--- src/rtl/core/rnct_pkg.sv ---
// Shared types and constants of the RPM notch center tracker.
// No dependencies; the other files of the core except rnct_div refer to it by scoped names.
package rnct_pkg;

    localparam int ERPM_W      = 20;
    localparam int ERPM_FIELDS = 8;
    localparam int IN_W        = ERPM_W * ERPM_FIELDS;
    localparam int HZ_W        = 16;
    localparam int PP_W        = 6;
    localparam int PP_MAX      = (1 << PP_W) - 1;
    localparam int DIV_W       = 16;
    localparam int Q_FRAC      = 4;
    localparam int SEC_PER_MIN = 60;
    localparam int APB_AW      = 5;
    localparam int APB_DW      = 32;

    typedef logic [2:0] t_reg_idx;

    localparam t_reg_idx REG_UPDATE_DIV  = 3'd0;
    localparam t_reg_idx REG_POLE_PAIRS  = 3'd1;
    localparam t_reg_idx REG_MIN_HZ      = 3'd2;
    localparam t_reg_idx REG_MAX_HZ      = 3'd3;
    localparam t_reg_idx REG_FIXED_HZ    = 3'd4;
    localparam t_reg_idx REG_SLEW_STEP   = 3'd5;

    localparam logic [DIV_W-1:0] RST_UPDATE_DIV = 16'd4;
    localparam logic [PP_W-1:0]  RST_POLE_PAIRS = 6'd7;
    localparam logic [HZ_W-1:0]  RST_MIN_HZ     = 16'd1280;
    localparam logic [HZ_W-1:0]  RST_MAX_HZ     = 16'd8000;
    localparam logic [HZ_W-1:0]  RST_FIXED_HZ   = 16'd0;
    localparam logic [HZ_W-1:0]  RST_SLEW_STEP  = 16'd16;

    typedef enum logic [2:0] {
        ST_IDLE,
        ST_SUM,
        ST_CHECK,
        ST_DIV,
        ST_CLAMP,
        ST_MOVE,
        ST_EMIT
    } t_state;

endpackage

--- src/rtl/core/rnct_accum.sv ---
// Serial eRPM accumulator: one motor per cycle out of a shift register.
// Depends on rnct_pkg.
module rnct_accum #(
    parameter int MOTORS = 4
) (
    input  logic                                        i_clk,
    input  logic                                        i_rst_n,
    input  logic                                        i_load,
    input  logic [rnct_pkg::IN_W-1:0]                   i_tdata,
    output logic                                        o_busy,
    output logic [rnct_pkg::ERPM_W+$clog2(MOTORS)-1:0]  o_sum,
    output logic [$clog2(MOTORS+1)-1:0]                 o_run
);

    localparam int SUM_W = rnct_pkg::ERPM_W + $clog2(MOTORS);
    localparam int RUN_W = $clog2(MOTORS + 1);

    logic [rnct_pkg::ERPM_W-1:0] r_sh [MOTORS];
    logic                        r_busy;
    logic [RUN_W-1:0]            r_idx;
    logic [SUM_W-1:0]            r_sum;
    logic [RUN_W-1:0]            r_run;
    logic                        w_nz;

    assign w_nz = (r_sh[0] != '0);

    always_ff @(posedge i_clk) begin
        if (!i_rst_n) begin
            r_busy <= 1'b0;
            r_idx  <= '0;
        end else if (i_load) begin
            r_busy <= 1'b1;
            r_idx  <= '0;
        end else if (r_busy) begin
            r_idx <= r_idx + RUN_W'(1);
            if (r_idx == RUN_W'(MOTORS - 1)) begin
                r_busy <= 1'b0;
            end
        end
    end

    // motor 0 sits at the head; the line shifts down one field per cycle
    always_ff @(posedge i_clk) begin
        if (i_load) begin
            for (int k = 0; k < MOTORS; k++) begin
                r_sh[k] <= i_tdata[k*rnct_pkg::ERPM_W +: rnct_pkg::ERPM_W];
            end
            r_sum <= '0;
            r_run <= '0;
        end else if (r_busy) begin
            for (int k = 0; k < MOTORS - 1; k++) begin
                r_sh[k] <= r_sh[k+1];
            end
            if (w_nz) begin
                r_sum <= r_sum + SUM_W'(r_sh[0]);
                r_run <= r_run + RUN_W'(1);
            end
        end
    end

    assign o_busy = r_busy;
    assign o_sum  = r_sum;
    assign o_run  = r_run;

endmodule

--- src/rtl/core/rnct_div.sv ---
// Restoring divider, one quotient bit per cycle through a shift register.
// No package dependency.
module rnct_div #(
    parameter int NUM_W = 26,
    parameter int DEN_W = 14
) (
    input  logic             i_clk,
    input  logic             i_rst_n,
    input  logic             i_start,
    input  logic [NUM_W-1:0] i_num,
    input  logic [DEN_W-1:0] i_den,
    output logic             o_busy,
    output logic [NUM_W-1:0] o_quot
);

    localparam int CNT_W = $clog2(NUM_W + 1);

    logic             r_busy;
    logic [CNT_W-1:0] r_cnt;
    logic [NUM_W-1:0] r_q;
    logic [DEN_W-1:0] r_rem;
    logic [DEN_W-1:0] r_den;
    logic [DEN_W:0]   w_trial;
    logic [DEN_W:0]   w_diff;
    logic             w_ge;
    logic [DEN_W-1:0] n_rem;

    always_comb begin
        w_trial = {r_rem, r_q[NUM_W-1]};
        w_ge    = (w_trial >= {1'b0, r_den});
        w_diff  = w_trial - {1'b0, r_den};
        n_rem   = w_ge ? w_diff[DEN_W-1:0] : w_trial[DEN_W-1:0];
    end

    always_ff @(posedge i_clk) begin
        if (!i_rst_n) begin
            r_busy <= 1'b0;
            r_cnt  <= '0;
        end else if (i_start) begin
            r_busy <= 1'b1;
            r_cnt  <= '0;
        end else if (r_busy) begin
            r_cnt <= r_cnt + CNT_W'(1);
            if (r_cnt == CNT_W'(NUM_W - 1)) begin
                r_busy <= 1'b0;
            end
        end
    end

    // dividend bits leave at the top as quotient bits enter at the bottom
    always_ff @(posedge i_clk) begin
        if (i_start) begin
            r_q   <= i_num;
            r_rem <= '0;
            r_den <= i_den;
        end else if (r_busy) begin
            r_q   <= {r_q[NUM_W-2:0], w_ge};
            r_rem <= n_rem;
        end
    end

    assign o_busy = r_busy;
    assign o_quot = r_q;

endmodule

--- src/rtl/core/rpm_notch_center_tracker_core.sv ---
// Top level of the RPM notch center tracker: handshakes, config registers,
// tick divider, control FSM, clamp and slew. Uses rnct_pkg, rnct_accum, rnct_div.
//
//  channel   | dir | handshake                   | payload
//  ----------+-----+-----------------------------+-------------------------------------
//  s_axis    | in  | tvalid / tready             | tdata: erpm_0..erpm_7, 20 b each
//  m_axis    | out | tvalid / tready             | tdata: center_hz, tuser: tracking
//  apb       | in  | psel, penable, pwrite, pready | paddr/pwdata/prdata, 6 registers
//
// A tick that does not hit the update divider is only counted; tready stays high.
// An updating tick holds tready low from accept through the serial accumulator, check,
// bit-serial divider, clamp, slew and emit steps. A stopped tick leaves after the check:
// to emit if tracking was engaged, else back to idle with no result beat. Reset is synchronous,
// active low: register defaults, FSM state, tick count, engagement, center and out valid.
// The emit step stalls only while a previous beat is still held in the output register.
module rpm_notch_center_tracker_core #(
    parameter int MOTORS = 4
) (
    input  logic                            i_clk,
    input  logic                            i_rst_n,
    input  logic                            i_s_axis_tvalid,
    output logic                            o_s_axis_tready,
    // erpm_0 [19:0], erpm_1 [39:20], ... erpm_7 [159:140]
    input  logic [rnct_pkg::IN_W-1:0]       i_s_axis_tdata,
    output logic                            o_m_axis_tvalid,
    input  logic                            i_m_axis_tready,
    // center_hz [15:0], Q12.4
    output logic [rnct_pkg::HZ_W-1:0]       o_m_axis_tdata,
    // tracking [0]
    output logic [0:0]                      o_m_axis_tuser,
    input  logic                            psel,
    input  logic                            penable,
    input  logic                            pwrite,
    input  logic [rnct_pkg::APB_AW-1:0]     paddr,
    input  logic [rnct_pkg::APB_DW-1:0]     pwdata,
    output logic [rnct_pkg::APB_DW-1:0]     prdata,
    output logic                            pready
);

    localparam int SUM_W = rnct_pkg::ERPM_W + $clog2(MOTORS);
    localparam int RUN_W = $clog2(MOTORS + 1);
    localparam int NUM_W = SUM_W + rnct_pkg::Q_FRAC;
    localparam int DEN_W = $clog2(MOTORS * rnct_pkg::PP_MAX * rnct_pkg::SEC_PER_MIN + 1);
    localparam int HZ_W  = rnct_pkg::HZ_W;

    // configuration registers
    logic [rnct_pkg::DIV_W-1:0] r_update_div;
    logic [rnct_pkg::PP_W-1:0]  r_pole_pairs;
    logic [HZ_W-1:0]            r_min_hz;
    logic [HZ_W-1:0]            r_max_hz;
    logic [HZ_W-1:0]            r_fixed_hz;
    logic [HZ_W-1:0]            r_slew_step;

    // tracker state
    rnct_pkg::t_state           r_state;
    rnct_pkg::t_state           n_state;
    logic [rnct_pkg::DIV_W-1:0] r_tick;
    logic [HZ_W-1:0]            r_center;
    logic                       r_engaged;
    logic [HZ_W-1:0]            r_target;

    // output register
    logic                       r_out_valid;
    logic [HZ_W-1:0]            r_out_center;
    logic                       r_out_track;

    logic                       w_in_beat;
    logic                       w_out_free;
    logic                       w_cfg_wr;
    rnct_pkg::t_reg_idx         w_reg;
    logic [rnct_pkg::DIV_W:0]   n_tick_inc;
    logic                       w_fire;
    logic                       acc_load;
    logic                       acc_busy;
    logic [SUM_W-1:0]           acc_sum;
    logic [RUN_W-1:0]           acc_run;
    logic                       div_start;
    logic                       div_busy;
    logic [NUM_W-1:0]           div_quot;
    logic [rnct_pkg::PP_W-1:0]  w_pp;
    logic [DEN_W-1:0]           w_den;
    logic [HZ_W-1:0]            n_target;
    logic [HZ_W:0]              w_up;
    logic [HZ_W:0]              w_dn;
    logic [HZ_W-1:0]            w_moved;
    logic [HZ_W-1:0]            n_center;

    assign w_in_beat  = i_s_axis_tvalid && o_s_axis_tready;
    assign w_out_free = !r_out_valid || i_m_axis_tready;
    assign w_cfg_wr   = psel && penable && pwrite && pready;
    assign w_reg      = rnct_pkg::t_reg_idx'(paddr[rnct_pkg::APB_AW-1:2]);

    // a divider of zero fires on every tick, like a divider of one
    assign n_tick_inc = {1'b0, r_tick} + (rnct_pkg::DIV_W+1)'(1);
    assign w_fire     = (n_tick_inc >= {1'b0, r_update_div});

    // ---------------------------------------------------------------
    // APB registers
    // ---------------------------------------------------------------
    assign pready = 1'b1;

    always_ff @(posedge i_clk) begin
        if (!i_rst_n) begin
            r_update_div <= rnct_pkg::RST_UPDATE_DIV;
            r_pole_pairs <= rnct_pkg::RST_POLE_PAIRS;
            r_min_hz     <= rnct_pkg::RST_MIN_HZ;
            r_max_hz     <= rnct_pkg::RST_MAX_HZ;
            r_fixed_hz   <= rnct_pkg::RST_FIXED_HZ;
            r_slew_step  <= rnct_pkg::RST_SLEW_STEP;
        end else if (w_cfg_wr) begin
            unique case (w_reg)
                rnct_pkg::REG_UPDATE_DIV: r_update_div <= pwdata[rnct_pkg::DIV_W-1:0];
                rnct_pkg::REG_POLE_PAIRS: r_pole_pairs <= pwdata[rnct_pkg::PP_W-1:0];
                rnct_pkg::REG_MIN_HZ:     r_min_hz     <= pwdata[HZ_W-1:0];
                rnct_pkg::REG_MAX_HZ:     r_max_hz     <= pwdata[HZ_W-1:0];
                rnct_pkg::REG_FIXED_HZ:   r_fixed_hz   <= pwdata[HZ_W-1:0];
                rnct_pkg::REG_SLEW_STEP:  r_slew_step  <= pwdata[HZ_W-1:0];
                default: ;
            endcase
        end
    end

    always_comb begin
        unique case (w_reg)
            rnct_pkg::REG_UPDATE_DIV: prdata = rnct_pkg::APB_DW'(r_update_div);
            rnct_pkg::REG_POLE_PAIRS: prdata = rnct_pkg::APB_DW'(r_pole_pairs);
            rnct_pkg::REG_MIN_HZ:     prdata = rnct_pkg::APB_DW'(r_min_hz);
            rnct_pkg::REG_MAX_HZ:     prdata = rnct_pkg::APB_DW'(r_max_hz);
            rnct_pkg::REG_FIXED_HZ:   prdata = rnct_pkg::APB_DW'(r_fixed_hz);
            rnct_pkg::REG_SLEW_STEP:  prdata = rnct_pkg::APB_DW'(r_slew_step);
            default:                  prdata = '0;
        endcase
    end

    // ---------------------------------------------------------------
    // datapath units
    // ---------------------------------------------------------------
    rnct_accum #(
        .MOTORS (MOTORS)
    ) u_accum (
        .i_clk   (i_clk),
        .i_rst_n (i_rst_n),
        .i_load  (acc_load),
        .i_tdata (i_s_axis_tdata),
        .o_busy  (acc_busy),
        .o_sum   (acc_sum),
        .o_run   (acc_run)
    );

    // divisor = running * pole_pairs * 60, pole pairs of zero count as one
    assign w_pp  = (r_pole_pairs == '0) ? rnct_pkg::PP_W'(1) : r_pole_pairs;
    assign w_den = DEN_W'(acc_run) * DEN_W'(w_pp) * DEN_W'(rnct_pkg::SEC_PER_MIN);

    rnct_div #(
        .NUM_W (NUM_W),
        .DEN_W (DEN_W)
    ) u_div (
        .i_clk   (i_clk),
        .i_rst_n (i_rst_n),
        .i_start (div_start),
        .i_num   ({acc_sum, rnct_pkg::Q_FRAC'(0)}),
        .i_den   (w_den),
        .o_busy  (div_busy),
        .o_quot  (div_quot)
    );

    // clamp: below min wins over above max when the limits cross
    always_comb begin
        if (div_quot < NUM_W'(r_min_hz)) begin
            n_target = r_min_hz;
        end else if (div_quot > NUM_W'(r_max_hz)) begin
            n_target = r_max_hz;
        end else begin
            n_target = div_quot[HZ_W-1:0];
        end
    end

    // slew toward the target by at most the slew step once engaged, else snap to it; 17-bit sums cannot wrap
    always_comb begin
        w_up = {1'b0, r_center} + {1'b0, r_slew_step};
        w_dn = {1'b0, r_target} + {1'b0, r_slew_step};
        priority if ({1'b0, r_target} > w_up) begin
            w_moved = w_up[HZ_W-1:0];
        end else if (w_dn < {1'b0, r_center}) begin
            w_moved = r_center - r_slew_step;
        end else begin
            w_moved = r_target;
        end
        n_center = r_engaged ? w_moved : r_target;
    end

    // ---------------------------------------------------------------
    // control FSM
    // ---------------------------------------------------------------
    always_ff @(posedge i_clk) begin
        if (!i_rst_n) begin
            r_state <= rnct_pkg::ST_IDLE;
        end else begin
            r_state <= n_state;
        end
    end

    always_comb begin
        n_state         = r_state;
        acc_load        = 1'b0;
        div_start       = 1'b0;
        o_s_axis_tready = 1'b0;
        unique case (r_state)
            rnct_pkg::ST_IDLE: begin
                o_s_axis_tready = 1'b1;
                if (w_in_beat && w_fire) begin
                    acc_load = 1'b1;
                    n_state  = rnct_pkg::ST_SUM;
                end
            end
            rnct_pkg::ST_SUM: begin
                if (!acc_busy) begin
                    n_state = rnct_pkg::ST_CHECK;
                end
            end
            rnct_pkg::ST_CHECK: begin
                if (acc_run == '0) begin
                    n_state = r_engaged ? rnct_pkg::ST_EMIT : rnct_pkg::ST_IDLE;
                end else begin
                    div_start = 1'b1;
                    n_state   = rnct_pkg::ST_DIV;
                end
            end
            rnct_pkg::ST_DIV: begin
                if (!div_busy) begin
                    n_state = rnct_pkg::ST_CLAMP;
                end
            end
            rnct_pkg::ST_CLAMP: n_state = rnct_pkg::ST_MOVE;
            rnct_pkg::ST_MOVE:  n_state = rnct_pkg::ST_EMIT;
            rnct_pkg::ST_EMIT: begin
                if (w_out_free) begin
                    n_state = rnct_pkg::ST_IDLE;
                end
            end
            default: n_state = rnct_pkg::ST_IDLE;
        endcase
    end

    // tick counter, engagement and center
    always_ff @(posedge i_clk) begin
        if (!i_rst_n) begin
            r_tick    <= '0;
            r_engaged <= 1'b0;
            r_center  <= rnct_pkg::RST_FIXED_HZ;
        end else begin
            if (w_in_beat) begin
                r_tick <= w_fire ? '0 : n_tick_inc[rnct_pkg::DIV_W-1:0];
            end
            if (r_state == rnct_pkg::ST_CHECK && acc_run == '0 && r_engaged) begin
                // motors stopped: fall back to the fixed center
                r_center  <= r_fixed_hz;
                r_engaged <= 1'b0;
            end else if (r_state == rnct_pkg::ST_MOVE) begin
                // first running update snaps, later ones slew
                r_center  <= n_center;
                r_engaged <= 1'b1;
            end
        end
    end

    always_ff @(posedge i_clk) begin
        if (r_state == rnct_pkg::ST_CLAMP) begin
            r_target <= n_target;
        end
    end

    // ---------------------------------------------------------------
    // output register
    // ---------------------------------------------------------------
    always_ff @(posedge i_clk) begin
        if (!i_rst_n) begin
            r_out_valid <= 1'b0;
        end else if (r_state == rnct_pkg::ST_EMIT && w_out_free) begin
            r_out_valid <= 1'b1;
        end else if (i_m_axis_tready) begin
            r_out_valid <= 1'b0;
        end
    end

    always_ff @(posedge i_clk) begin
        if (r_state == rnct_pkg::ST_EMIT && w_out_free) begin
            r_out_center <= r_center;
            r_out_track  <= r_engaged;
        end
    end

    assign o_m_axis_tvalid = r_out_valid;
    assign o_m_axis_tdata  = r_out_center;
    assign o_m_axis_tuser  = r_out_track;

endmodule

--- config.mk ---
export PLATFORM = sky130hd
export DESIGN_NAME = rpm_notch_center_tracker_core
export DESIGN_NICKNAME = d
export VERILOG_FILES = /design/src/rtl/core/rnct_pkg.sv /design/src/rtl/core/rnct_accum.sv /design/src/rtl/core/rnct_div.sv /design/src/rtl/core/rpm_notch_center_tracker_core.sv
export SDC_FILE = /design/constraint.sdc
export NUM_CORES = 1
export LEC_CHECK = 0
export ABC_CLOCK_PERIOD_IN_PS = 6500
export BUFFER_PORTS_ARGS = -buffer_cell sky130_fd_sc_hd__buf_2
export CAP_MARGIN = 0
export CORE_MARGIN = 1.5
export CORE_UTILIZATION = 50
export DETAILED_ROUTE_END_ITERATION = 8
export PLACE_DENSITY = 0.7
export SKIP_CTS_REPAIR_TIMING = 1
export SYNTH_ARGS = -nofsm -noshare
export SYNTH_HDL_FRONTEND = slang
export SYNTH_SLANG_ARGS = --single-unit
--- constraint.sdc ---
create_clock -name i_clk -period 6.5 [get_ports i_clk]
set_clock_uncertainty 0.15 [all_clocks]
set_input_delay 1.3 -clock i_clk [delete_from_list [all_inputs] [get_ports i_clk]]
set_output_delay 1.3 -clock i_clk [all_outputs]
set_load 0.03 [all_outputs]
# Yosys cells after proc, flatten, opt, wreduce, memory -nomap -nowiden
# Memory sizes are Yosys's and may differ from the RTL's.
# Index checks and enable logic that the tools add are counted.
[totals]
reg_bits = 243
ram_bits = 80
input_bits = 204
memories = 1
[mem_list]
columns = ["memory", "depth", "width", "read_ports", "rd_ports_with_merged_regs", "write_ports", "line", "source"]
rows = [
  ["u_accum.r_sh", 4, 20, 4, 0, 4, "rnct_accum.sv:18", "logic [rnct_pkg::ERPM_W-1:0] r_sh [MOTORS];"],
]
[classes]
addsub = 9
n_mul = 2
n_lt_le_gt_ge = 6
n_eq_ne = 17
muxes = 41
bitwise = 4
reduce_logical = 28
[op_table]
columns = ["op", "n"]
rows = [
  ["two-way mux 16 bit", 8],
  ["case mux 16 bit (6 select lines)", 1],
  ["two-way mux 20 bit", 3],
  ["two-way mux 26 bit", 2],
  ["adder 16 x 16 -> 17 bit", 2],
  ["greater-than comparator 26 x 16 -> 1 bit", 1],
  ["< comparator 26 x 16 -> 1 bit", 1],
  ["adder 22 x 20 -> 22 bit", 1],
  ["case mux 3 bit (7 select lines)", 1],
  ["nonzero test 20 bit", 1],
  ["two-way mux 1 bit", 18],
  ["two-way mux 3 bit", 6],
  ["adder 16 x 1 -> 17 bit (second input constant)", 1],
  [">= comparator 17 x 16 -> 1 bit", 1],
  ["greater-than comparator 16 x 17 -> 1 bit", 1],
  ["< comparator 17 x 16 -> 1 bit", 1],
  ["subtractor 16 bit", 1],
  ["equality test 3 x 2 -> 1 bit (second input constant)", 5],
  ["equality test 3 bit (second input constant)", 5],
  [">= comparator 15 x 14 -> 1 bit", 1],
  ["two-way mux 14 bit", 1],
  ["AND reduction 2 bit", 7],
  ["subtractor 14 bit", 1],
  ["multiplier 9 x 4 -> 12 bit (second input constant)", 1],
  ["17 further kinds", 36],
]

# Longest topological paths before layout
# Gate-level depths: netlist (run 1).
[logic_depth]
word_depth = 9
depth_mapped = 22
mapped_depth_nobuf = 22

# Modules after synthesis
# Synthesis (run 1) repeated with hierarchy kept, for this count alone.
[hier_totals]
hier_cells = 2357
hier_area_um2 = 21827.2
[modules_own_cells]
columns = ["module", "n_inst", "cells_per_inst", "area_per_inst_um2", "seq_area_each_um2"]
rows = [
  ["rpm_notch_center_tracker_core", 1, 1659, 13352.8, 3453.3],
  ["rnct_accum", 1, 412, 5238.8, 2982.9],
  ["rnct_div", 1, 286, 3235.6, 1601.5],
]

# Worst setup path before layout (run 1)
# OpenSTA, ideal clock, no wires.
[synth_path]
kind = "register -> register"
start = "register r_pole_pairs[2] (netlist name)"
end = "register u_div.r_den[13], data pin"
setup_time_ns = 0.260
t_arrival_ns = 4.497
required_time_ns = 6.090
path_slack_ns = 1.594
path_stages_with_launch = 20
path_buffers = 0
cell_sequence = "dfxtp_1 nor3_1 a21oi_1 nor2b_1 fa_1 ha_1 inv_1 fa_1 xnor2_1 inv_1 fa_1 fa_1 inv_1 ha_1 a21oi_1 o21bai_1 a21oi_1 o21bai_1 a21oi_1 xnor2_1"
[synth_via]
elab_chain_len = 4
[synth_lines]
columns = ["element", "line", "source"]
rows = [
  ["start, declared", "rpm_notch_center_tracker_core.sv:48", "logic [rnct_pkg::PP_W-1:0] r_pole_pairs;"],
  ["start signal, assigned", "rpm_notch_center_tracker_core.sv:105", "r_pole_pairs <= rnct_pkg::RST_POLE_PAIRS;"],
  ["start signal, assigned", "rpm_notch_center_tracker_core.sv:113", "rnct_pkg::REG_POLE_PAIRS: r_pole_pairs <= pwdata[rnct_pkg::PP_W-1:0];"],
  ["logical NOT 6 bit", "rpm_notch_center_tracker_core.sv:151", "assign w_pp = (r_pole_pairs == '0) ? rnct_pkg::PP_W'(1) : r_pole_pairs;"],
  ["two-way mux 6 bit (*)", "rpm_notch_center_tracker_core.sv:151", ""],
  ["multiplier 3 x 6 -> 9 bit (*)", "rpm_notch_center_tracker_core.sv:152", "assign w_den = DEN_W'(acc_run) * DEN_W'(w_pp) * DEN_W'(rnct_pkg::SEC_PER_MIN);"],
  ["multiplier 9 x 4 -> 12 bit (*)", "rpm_notch_center_tracker_core.sv:152", ""],
  ["net u_div.i_den[13]", "rnct_div.sv:11", "input logic [DEN_W-1:0] i_den,"],
  ["end signal, assigned", "rnct_div.sv:55", "r_den <= i_den;"],
  ["end, declared", "rnct_div.sv:22", "logic [DEN_W-1:0] r_den;"],
]
# The timed path passes the listed nets; every way through them passes the cells marked *.
# A chain may end at the register's enable or synchronous reset.

# Worst setup path in the final report (run 1)
[layout_path]
start = "register r_target[0]"
end = "register r_center[2]"
[layout_via]
elab_chain_len = 7
word_cells_on_any_way = 8
[layout_lines]
columns = ["element", "line", "source"]
rows = [
  ["start, declared", "rpm_notch_center_tracker_core.sv:60", "logic [HZ_W-1:0] r_target;"],
  ["start signal, assigned", "rpm_notch_center_tracker_core.sv:269", "r_target <= n_target;"],
  ["adder 16 x 16 -> 17 bit", "rpm_notch_center_tracker_core.sv:181", "w_dn = {1'b0, r_target} + {1'b0, r_slew_step};"],
  ["< comparator 17 x 16 -> 1 bit", "rpm_notch_center_tracker_core.sv:184", "end else if (w_dn < {1'b0, r_center}) begin"],
  ["two-way mux 16 bit", "rpm_notch_center_tracker_core.sv:184", ""],
  ["two-way mux 16 bit (*)", "rpm_notch_center_tracker_core.sv:182", "priority if ({1'b0, r_target} > w_up) begin"],
  ["two-way mux 16 bit (*)", "rpm_notch_center_tracker_core.sv:189", "n_center = r_engaged ? w_moved : r_target;"],
  ["two-way mux 16 bit (*)", "rpm_notch_center_tracker_core.sv:259", "end else if (r_state == rnct_pkg::ST_MOVE) begin"],
  ["two-way mux 16 bit (*)", "rpm_notch_center_tracker_core.sv:255", "if (r_state == rnct_pkg::ST_CHECK && acc_run == '0 && r_engaged) begin"],
  ["end signal, assigned", "rpm_notch_center_tracker_core.sv:250", "r_center <= rnct_pkg::RST_FIXED_HZ;"],
  ["end signal, assigned", "rpm_notch_center_tracker_core.sv:257", "r_center <= r_fixed_hz;"],
  ["end signal, assigned", "rpm_notch_center_tracker_core.sv:261", "r_center <= n_center;"],
  ["end, declared", "rpm_notch_center_tracker_core.sv:58", "logic [HZ_W-1:0] r_center;"],
]
# Every way passes the cells marked *; elsewhere a longest branch is shown, timed or not. The select of a mux whose other input is x is not followed.

==> impl_metrics.csv, run 1 <==
group,metric,value,unit
floorplanning,dieHeight,207.1,um
layout,seq_area,7939,um2
critical_path,cp_slowest_cell,"edfxtp_1",
timing,finalCriticalPeriod,5.764,ns
worst_hold_path,hp-class,"register to register",
detailed_routing,wl_per_cell,17.54,um
detailed_routing,detail-route-antenna-nets,0,
synth,syn_inst,2259,
clocking,clockRootBuffer,"clkbuf_16",
clocking,htree_levels,2,
critical_path,crit_path_end_kind,"register",
run,drv_cap,0,
detailed_routing,dr_total_vias,16560,
global_routing,grt_pass1_wl,82780,um
synth,ys_top_cells_by_count,"nand2_1 (315), ha_1 (190), dfxtp_1 (176), inv_1 (170), a21oi_1 (158)",
outcome,status,"finished clean",
critical_path,critPathMaxStageDelay,0.47,ns
synth,ys_types,80,
layout,fin_cells,2917,
clocking,numCtsBuffers,38,
floorplanning,fp.dieArea,42880,um2
synth,ys_seq_area_frac,0.3812,
clocking,clk_pin_slew,0.06,ns
detailed_routing,viasPerCell,5.676,
synth,synth_edf_count,147,
global_routing,grt_pass1_vias,16540,
layout,final.fill_count,3632,
clocking,clock_sinks,323,
detailed_routing,drt_iter0_drc,925,
timing,hold_violations,0,
layout,layout-drive-gt1-share,0.1346,
critical_path,worstPathCellList,"ha_1, fa_1, a211oi_1, o21bai_1, a221oi_1, nand2b_1, nand2b_1, a21o_1, a21o_1, a21oi_1, xnor2_1, ha_1, a211oi_1, o21ai_0, a221o_1, a221oi_1, o21ai_0, o31ai_1, a221oi_1, o21a_1",
floorplanning,die_width,207.1,um
timing,max_freq,173.5,MHz
timing,finalSetupTns,0,ns
floorplanning,rows,74,
place,dpl_worst_slack,0.7993,ns
synth,async_reset_ff_frac,0,
power,p_leak,0.009726,uW
timing,setup_viol_count_final,0,
critical_path,worstSetupPathType,"register to register",
synth,ys.flop_type,"dfxtp_1",
synth,yosysTopAreaCellShare,0.2120,
detailed_routing,drt_wl_total,51150,um
clocking,cts_tree,"yes",
critical_path,cp.arrival,6.06,ns
place,place_congestion,0.9203,
timing,post-route-period-util,0.8868,
global_routing,track_usage,0.2336,
timing,grt_setup_unrepaired,"false",
clocking,clock_latency,0.55,ns
detailed_routing,drc,0,
layout,fin_nets,2770,
timing,tightest_slew,1.194,ns
floorplanning,design.core.area,40920,um2
synth,syn_area_per_cell,9.217,um2
layout,syn2layout_area_growth,11.35,%
synth,ys_ff_latch,323,
power,power_density,391.6,nW/um2
global_routing,grt-ovfl-total,0,
floorplanning,start_util,0.5088,
detailed_routing,drt_pass1_iterations,5,
synth,yosysWarnings,0,
timing,slew_viol_final,0,
critical_path,critical-path-top-cell-by-count,"a221oi_1",
place,io_buffers,140,
synth,yosysMostFrequentCell,"nand2_1",
synth,synthTopCellsByArea,"edfxtp_1 (21%), dfxtp_1 (17%), ha_1 (11%)",
clocking,cts.path.max_buffers,3,
critical_path,path_max_fanout,6,
layout,multi_input_area,11770,um2
timing,relSlewSlack,0.2009,
global_routing,grt_antenna_before_repair,0,
timing,fin_ws,0.7359,ns
floorplanning,io_pins,256,
critical_path,critPathLaunchType,"register",
place,dpl.hpwl,38830,um
layout,antenna_cells,0,
critical_path,crit_required,6.80,ns
synth,synth_area_leader_cell,"edfxtp_1",
synth,synth_area,20820,um2
place,place_inst,2848,
power,peakVddDrop,0.8818,mV
global_routing,grt_max_degree,78,
==> cell families (layout without fill, tap and decap cells) <==
group	count (synthesis)	in the layout	synth area share
AND/OR/NAND/NOR	665	665	0.1458
buffers and inverters	288	399	0.05715
other	2	17	0.0003607
XOR/XNOR	97	97	0.04080
flip-flops	323	323	0.3812
multiplexers	142	142	0.07301
AO/OA/AOI/OAI	532	532	0.1683
adder cells (fa/ha/maj)	210	210	0.1334
==> layout make-up <==
type | count | share of cell area
Tap cell | 532 | 0.02871
Clock buffer | 53 | 0.04695
Inverter | 171 | 0.02769
Sequential cell | 323 | 0.3424
Clock inverter | 16 | 0.01036
Multi-Input combinational cell | 1663 | 0.5075
Timing Repair Buffer | 159 | 0.03638
==> worst max-delay path, delay by kind of cell, from the launching register on <==
family / cells / cell delay (ns)
adder cells (fa/ha/maj): 3 / 0.87
AND/OR/NAND/NOR: 2 / 0.33
AO/OA/AOI/OAI: 14 / 3.72
flip-flops: 1 / 0.47
XOR/XNOR: 1 / 0.11
==> flip-flops by register name (all words and copies together) (netlist names), 3 cells and up <==
signal and cells:
u_div.r_rem 14, r_fixed_hz 16, u_div.r_cnt 5, r_slew_step 16, u_div.r_den 12, r_center 16, o_m_axis_tdata 16, u_div.o_quot 26
r_pole_pairs 6, r_state 3, r_max_hz 16, u_accum.o_run 3, u_accum.r_sh 80, u_accum.r_idx 3, r_update_div 16, r_target 16
r_min_hz 16, r_tick 16, u_accum.o_sum 22
==> through the flow <==
step / power [uW] / hold slack [ns] / instance area, um2 / util
floorplan: 6104 / 0.2564 / 20880 / -
global placement: 6813 / 0.3114 / 21850 / 0.5340
detailed placement: 6849 / 0.3180 / 21850 / 0.5340
CTS: 9147 / 0.3257 / 23180 / 0.5665
global route: 9886 / 0.3483 / 23180 / 0.5665
finish: 9078 / 0.3297 / 23180 / 0.5665
==> report_power, final <==
group	leakage, uW	internal [uW]	switching (uW)
sequential	0.00278	2550	164
combinational	0.00630	1870	2230
clock	0.000644	1410	854
total	0.00973	5830	3240
==> per-layer routing <==
metal  wire length (um)  part of all wire  up-vias  track usage
met2              24610              0.48      474       0.4061
li1                   -                 -     8171            -
met5                  0                 0        -            0
met4               2472             0.048        0       0.1197
met1              21340              0.42     7787       0.2802
met3               2731             0.053      126      0.03441
==> layout by cell type, fill, tap and decap left out, drive strengths merged, types with 9 or more instances in the layout <==
| cell | Yosys | final |
|---|---|---|
| xnor2 | 66 | 66 |
| nor2b | 28 | 28 |
| nand3 | 39 | 39 |
| a211oi | 27 | 27 |
| mux2i | 72 | 72 |
| nor2 | 130 | 130 |
| a31oi | 12 | 12 |
| buf | 35 | 159 |
| o21ai | 91 | 91 |
| or2 | 12 | 12 |
| o211ai | 23 | 23 |
| mux2 | 69 | 69 |
| edfxtp | 147 | 147 |
| and2 | 16 | 16 |
| conb | 2 | 17 |
| nand2b | 24 | 24 |
| o21a | 17 | 17 |
| o22ai | 9 | 9 |
| o221ai | 12 | 12 |
| inv | 170 | 172 |
| a221oi | 9 | 9 |
| nand4 | 20 | 20 |
| nor3 | 26 | 26 |
| clkbuf | 82 | 53 |
| and3 | 10 | 10 |
| a21o | 33 | 33 |
| ha | 190 | 190 |
| dfxtp | 176 | 176 |
| a22oi | 16 | 16 |
| a21oi | 158 | 158 |
| fa | 20 | 20 |
| nand3b | 9 | 9 |
| nor4 | 12 | 12 |
| o21bai | 16 | 16 |
| a21boi | 51 | 51 |
| nand2 | 316 | 316 |
| o31ai | 12 | 12 |
| xor2 | 31 | 31 |
==> final timing paths <==
path                                                    start                            end  slack (ns)  cells after the start
worst max-delay path                    r_target[0]$_DFFE_PP_       r_center[2]$_SDFFE_PN0P_        0.74                     20
worst min-delay path            u_accum.o_sum[9]$_SDFFE_PP0P_  u_accum.o_sum[9]$_SDFFE_PP0P_        0.33                      2
worst max register to register          r_target[0]$_DFFE_PP_       r_center[2]$_SDFFE_PN0P_        0.74                     20
worst min register to register  u_accum.o_sum[9]$_SDFFE_PP0P_  u_accum.o_sum[9]$_SDFFE_PP0P_        0.33                      2
(Power assumes the default switching activity.)
==> inputs of run 2 (changes only) <==
SYNTH_HIERARCHICAL = 1   (was default)
==> impl_metrics.csv, run 2 <==
group,metric,value,unit
floorplanning,io_pins,256,
global_routing,grt_pass1_vias,17250,
synth,synth_compound_area_frac,0.1814,
critical_path,cp-endpoint,"r_center[4]$_SDFFE_PN0P_",
synth,ys_top_cells_by_count,"nand2_1 (289), ha_1 (190), dfxtp_1 (172), inv_1 (169), edfxtp_1 (153)",
synth,synth-simple-area-share,0.1556,
place,io_buffers,140,
timing,grt_setup_unrepaired,"false",
layout,final_common_cell,"nand2_1",
global_routing,grt-ovfl-total,0,
outcome,status,"finished clean",
clocking,clockRootBuffer,"clkbuf_16",
floorplanning,die_width,211.9,um
layout,regMostFlops,"u_accum/r_sh",
detailed_routing,drc,0,
synth,syn_area_per_cell,9.261,um2
timing,setup_viol_count_final,0,
detailed_routing,detail-route-antenna-nets,0,
detailed_routing,met2_length,26620,um
global_routing,grt_antenna_before_repair,1,
detailed_routing,drt_iter0_drc,1177,
timing,finalSetupTns,0,ns
clocking,clk_pin_slew,0.06,ns
synth,yosysTopAreaCellShare,0.2105,
clocking,clock_sinks,325,
critical_path,cp.arrival,5.85,ns
timing,slew_viol_final,0,
timing,hold_violations,0,
critical_path,path_max_fanout,13,
critical_path,r2r_end,"r_center[4]$_SDFFE_PN0P_",
critical_path,r2r_start,"r_slew_step[5]$_SDFFE_PN0P_",
synth,yosysMostFrequentCell,"nand2_1",
floorplanning,start_util,0.5067,
critical_path,critPathLaunchType,"register",
synth,synth_edf_count,153,
clocking,htree_levels,2,
detailed_routing,viasPerCell,5.785,
timing,tightest_slew,1.230,ns
critical_path,r2r_slack,0.95,ns
synth,ys_seq_area_frac,0.3682,
layout,final.fill_count,3789,
floorplanning,rows,76,
detailed_routing,dr_total_vias,17770,
worst_hold_path,hp-class,"register to register",
floorplanning,design.core.area,43080,um2
synth,ys_ff_latch,325,
timing,relSlewSlack,0.1769,
power,finalPower,10650,uW
synth,synthTopCellsByArea,"edfxtp_1 (21%), dfxtp_1 (16%), ha_1 (11%)",
critical_path,crit_start,"r_slew_step[5]$_SDFFE_PN0P_",
critical_path,crit_path_end_kind,"register",
place,dpl.hpwl,42290,um
clocking,cts_tree,"yes",
clocking,clock_latency,0.57,ns
global_routing,grt_max_degree,80,
global_routing,grt_pass1_wl,89710,um
synth,synth_top_family_by_area,"compound AO/OA/AOI/OAI gates",
synth,async_reset_ff_frac,0,
critical_path,worstSetupPathType,"register to register",
detailed_routing,drt_pass1_iterations,5,
layout,layout-drive-gt1-share,0.1387,
synth,synth_area_leader_cell,"edfxtp_1",
detailed_routing,drt_wl_total,56820,um
power,peakVddDrop,0.8455,mV
timing,max_freq,180.3,MHz
synth,synth_area,21830,um2
power,p_leak,0.009919,uW
synth,yosys.area_share.adder,0.1282,
global_routing,track_usage,0.2522,
clocking,cts.path.max_buffers,3,
synth,muxShareOfSynthArea,0.07240,
timing,post-route-period-util,0.8532,
power,power_density,438.9,nW/um2
floorplanning,fp.dieArea,44920,um2
clocking,numCtsBuffers,39,
detailed_routing,met3_length,3959,um
synth,syn_inst,2357,
critical_path,r2r_cells,18,
detailed_routing,routed.top_layer,"met5",
synth,yosysWarnings,6,
floorplanning,dieHeight,211.9,um
synth,ys.flop_type,"dfxtp_1",
layout,fin_util,0.5631,
layout,largest_reg_flops,80,
synth,synth_xor_area_frac,0.03892,
layout,mostFrequentLayoutCells,"nand2_1 (289), ha_1 (190), dfxtp_1 (172), inv_1 (169), edfxtp_1 (153)",
detailed_routing,drt-met1-wl,24490,um
synth,ys_types,96,
critical_path,crit_required,6.80,ns
detailed_routing,wl_per_cell,18.50,um
place,place_congestion,0.9192,
layout,syn2layout_area_growth,11.13,%
run,drv_cap,0,
timing,finalCriticalPeriod,5.546,ns
layout,antenna_cells,0,
layout,fin_nets,2870,
[run 2: cell count changes in the layout (fill, tap and decap cells not counted), moves of 15 or more]
cell	previous run	this run
mux2_2	69	90
o21ai_0	85	55
o22ai_1	9	26
nand2_1	315	289
and4_1	3	18
mux2i_1	72	51
a21oi_1	158	126
and2_1	15	38
[run 2: cell type report]
class                           count  area, um2  area share
Multi-Input combinational cell   1758      12690      0.5233
Clock buffer                       55       1129     0.04653
Timing Repair Buffer              163      873.3     0.03600
Clock inverter                     17      156.4    0.006448
Tap cell                          585      732.0     0.03017
Sequential cell                   325       8038      0.3314
Inverter                          169      634.4     0.02615
[run 2: logic make-up after synthesis]
| kind of cell | after synthesis |
|---|---|
| AOI/OAI and AO/OA | 568 |
| xor gates and xnor gates | 97 |
| adders and majority gates | 212 |
| buffers and inverters | 295 |
| DFF | 325 |
| muxes | 144 |
| other | 2 |
| and+or+nand+nor | 714 |
[run 2: worst min path at each step]
stage / start / endpoint / slack [ns] / cells after the start
floorplan: r_min_hz[14]$_SDFFE_PN0P_ / r_min_hz[14]$_SDFFE_PN0P_ / 0.29 / 2
global placement: r_min_hz[14]$_SDFFE_PN0P_ / r_min_hz[14]$_SDFFE_PN0P_ / 0.31 / 2
detailed placement: r_min_hz[14]$_SDFFE_PN0P_ / r_min_hz[14]$_SDFFE_PN0P_ / 0.32 / 2
CTS: r_min_hz[14]$_SDFFE_PN0P_ / r_min_hz[14]$_SDFFE_PN0P_ / 0.33 / 2
global route: r_tick[1]$_SDFFE_PN0P_ / r_tick[1]$_SDFFE_PN0P_ / 0.35 / 2
finish: r_min_hz[14]$_SDFFE_PN0P_ / r_min_hz[14]$_SDFFE_PN0P_ / 0.32 / 2
[run 2: power breakdown]
| group | leakage (uW) | switching (uW) | internal (uW) |
|---|---|---|---|
| sequential | 0.00282 | 260 | 2780 |
| combinational | 0.00647 | 3070 | 2350 |
| clock | 0.000631 | 915 | 1270 |
[run 2: critical path: stages (launching register included)]
cell,delay (ns)
dfxtp_1,0.47
inv_1,0.08
ha_1,0.43
nor3b_1,0.34
nor3_1,0.12
o221a_2,0.32
a21o_1,0.26
a2111oi_0,0.48
a31oi_1,0.13
nand2_1,0.10
ha_1,0.25
a21o_1,0.17
a211oi_1,0.29
o221ai_1,0.18
o211ai_1,0.35
a21o_1,0.45
and2_1,0.31
a221oi_1,0.11
o41a_1,0.44
[run 2: through the flow]
step / std cells / hold WS, ns / worst slack [ns] / cell area, um2
2_1_floorplan: 2378 / 0.2935 / 0.7968 / 21910
3_3_place_gp: 3000 / 0.3061 / 1.161 / 22970
3_5_place_dp: 3000 / 0.3176 / 1.088 / 22970
4_1_cts: 3072 / 0.3256 / 1.089 / 24260
5_1_grt: 3072 / 0.3512 / 0.5410 / 24260
6_report: 3072 / 0.3228 / 0.9545 / 24260
[run 2: metal layers]
layer	vias to the layer above	global-route usage
met4	2	0.08916
met5	-	0
met3	99	0.04569
li1	8680	-
met2	564	0.4230
met1	8427	0.3250
==> inputs of run 3 (changes only) <==
ABC_CLOCK_PERIOD_IN_PS = 5600   (was 6500)
CAP_MARGIN = 20   (was 0)
clock period = 5.6 ns   (was 6.5 ns; I/O delays follow)
==> impl_metrics.csv, run 3 (synthesized netlist as in run 2, its figures left out) <==
group,metric,value,unit
place,place_congestion,0.9650,
critical_path,timing.critical_path.buf_inv,5,
detailed_routing,drt_iter0_drc,1341,
place,place_inst,3016,
layout,final.fill_count,3762,
timing,setup_viol_count_final,0,
global_routing,grt-ovfl-total,0,
floorplanning,io_pins,256,
power,p_int,7528,uW
layout,layout-drive-gt1-share,0.1453,
floorplanning,start_util,0.5067,
place,io_buffers,140,
critical_path,crit_path_end_kind,"register",
power,p_leak,0.01003,uW
layout,regMostFlops,"u_accum/r_sh",
worst_hold_path,hp-class,"register to register",
global_routing,track_usage,0.2581,
power,swShare,0.4036,
clocking,numCtsBuffers,39,
detailed_routing,dr_total_vias,17900,
timing,post-route-period-util,0.9472,
outcome,status,"finished clean",
floorplanning,die_width,211.9,um
clocking,clockRootBuffer,"clkbuf_16",
layout,largest_reg_flops,80,
global_routing,grt_antenna_before_repair,1,
layout,final_area,24450,um2
critical_path,critPathLaunchType,"register",
critical_path,critPathMaxStageDelay,0.60,ns
detailed_routing,viasPerCell,5.794,
critical_path,crit_required,5.84,ns
place,dpl.hpwl,43430,um
timing,relSlewSlack,0.2900,
global_routing,grt_pass1_wl,91200,um
power,power_density,516.2,nW/um2
detailed_routing,drc,0,
power,seq_power_share,0.279,
detailed_routing,detail-route-antenna-nets,0,
detailed_routing,met2_length,26660,um
layout,syn2layout_area_growth,12.01,%
clocking,cts.path.max_buffers,3,
timing,grt_setup_unrepaired,"false",
critical_path,worstPathCellList,"nor3_1, a21oi_1, nand2b_1, fa_1, inv_1, ha_1, inv_1, fa_2, inv_1, fa_1, inv_1, fa_1, inv_1, ha_1, a21oi_2, o21bai_1, a21oi_1, o21bai_1, a21o_1, and4_1, nor3_1",
place,place_area,23120,um2
timing,max_freq,188.5,MHz
layout,antenna_cells,0,
power,peakVddDrop,0.8559,mV
power,switchingPower,5094,uW
clocking,clock_latency,0.58,ns
clocking,clock_sinks,325,
floorplanning,fp.dieArea,44920,um2
layout,fin_nets,2888,
critical_path,critical-path-top-cell-by-count,"inv_1",
global_routing,grt_max_degree,79,
critical_path,cp_slowest_cell,"fa_2",
critical_path,path_max_fanout,6,
timing,finalSetupTns,0,ns
run,drv_cap,0,
layout,final_common_cell,"nand2_1",
power,pwr-share-comb,0.521,
layout,fin_cells,3090,
critical_path,cp.arrival,5.55,ns
power,pwr-share-clk,0.200,
detailed_routing,drt-met1-wl,25220,um
power,finalPower,12620,uW
detailed_routing,drt_pass1_iterations,6,
global_routing,grt_pass1_vias,17340,
detailed_routing,wl_per_cell,18.72,um
timing,slew_viol_final,0,
detailed_routing,met3_length,3711,um
clocking,cts_tree,"yes",
critical_path,worstSetupPathType,"register to register",
timing,tightest_slew,1.065,ns
detailed_routing,routed.top_layer,"met5",
floorplanning,design.core.area,43080,um2
clocking,clk_pin_slew,0.06,ns
timing,finalCriticalPeriod,5.304,ns
floorplanning,dieHeight,211.9,um
floorplanning,rows,76,
detailed_routing,drt_wl_total,57850,um
timing,hold_violations,0,
layout,mostFrequentLayoutCells,"nand2_1 (289), ha_1 (190), dfxtp_1 (172), inv_1 (169), edfxtp_1 (153)",
critical_path,crit_family,"adder cells",
clocking,htree_levels,2,
==> run 3: final cells by class <==
type | instances | area (um2) | share of cell area
Multi-Input combinational cell | 1758 | 12710 | 0.5197
Sequential cell | 325 | 8038 | 0.3287
Clock buffer | 52 | 1085 | 0.04437
Timing Repair Buffer | 181 | 1071 | 0.04381
Tap cell | 585 | 732.0 | 0.02994
Inverter | 169 | 634.4 | 0.02595
Clock inverter | 20 | 183.9 | 0.007523
==> run 3: stage by stage <==
stage / hold slack (ns) / util / setup WS [ns]
after floorplan: 0.2935 / - / 0.2643
after global placement: 0.3051 / 0.5368 / 0.3475
after detailed placement: 0.3154 / 0.5368 / 0.2339
after CTS: 0.3225 / 0.5662 / 0.1735
after global routing: 0.3540 / 0.5676 / 0.004598
final: 0.3242 / 0.5676 / 0.2956
==> run 3: power groups by stage <==
stage	combinational [uW]	clock, uW	sequential, uW
after global routing	7520	2660	3570
final	6580	2520	3520
after floorplan	5130	0	3440
after CTS	6570	2580	3520
after detailed placement	6460	0	3570
after global placement	6190	0	3560
==> run 3: worst register-to-register path: stages (launching register included) <==
cell	delay, ns
dfxtp_1	0.37
nor3_1	0.19
a21oi_1	0.13
nand2b_1	0.19
fa_1	0.49
inv_1	0.07
ha_1	0.16
inv_1	0.06
fa_2	0.60
inv_1	0.09
fa_1	0.51
inv_1	0.05
fa_1	0.49
inv_1	0.04
ha_1	0.33
a21oi_2	0.19
o21bai_1	0.08
a21oi_1	0.24
o21bai_1	0.09
a21o_1	0.21
and4_1	0.20
nor3_1	0.20
==> run 3: final timing paths <==
check,cells after the start,start,endpoint,slack (ns)
worst min register to register,2,r_min_hz[14]$_SDFFE_PN0P_,r_min_hz[14]$_SDFFE_PN0P_,0.32
worst min-delay path,2,r_min_hz[14]$_SDFFE_PN0P_,r_min_hz[14]$_SDFFE_PN0P_,0.32
worst max register to register,21,r_pole_pairs[1]$_SDFFE_PN1P_,u_div/r_den[13]$_DFFE_PP_,0.30
worst max-delay path,21,r_pole_pairs[1]$_SDFFE_PN1P_,u_div/r_den[13]$_DFFE_PP_,0.30
==> run 3: per-layer routing <==
metal	GRT usage	up-vias
met5	0	-
met4	0.1059	2
met3	0.03827	124
met2	0.4189	547
met1	0.3442	8529
li1	-	8702
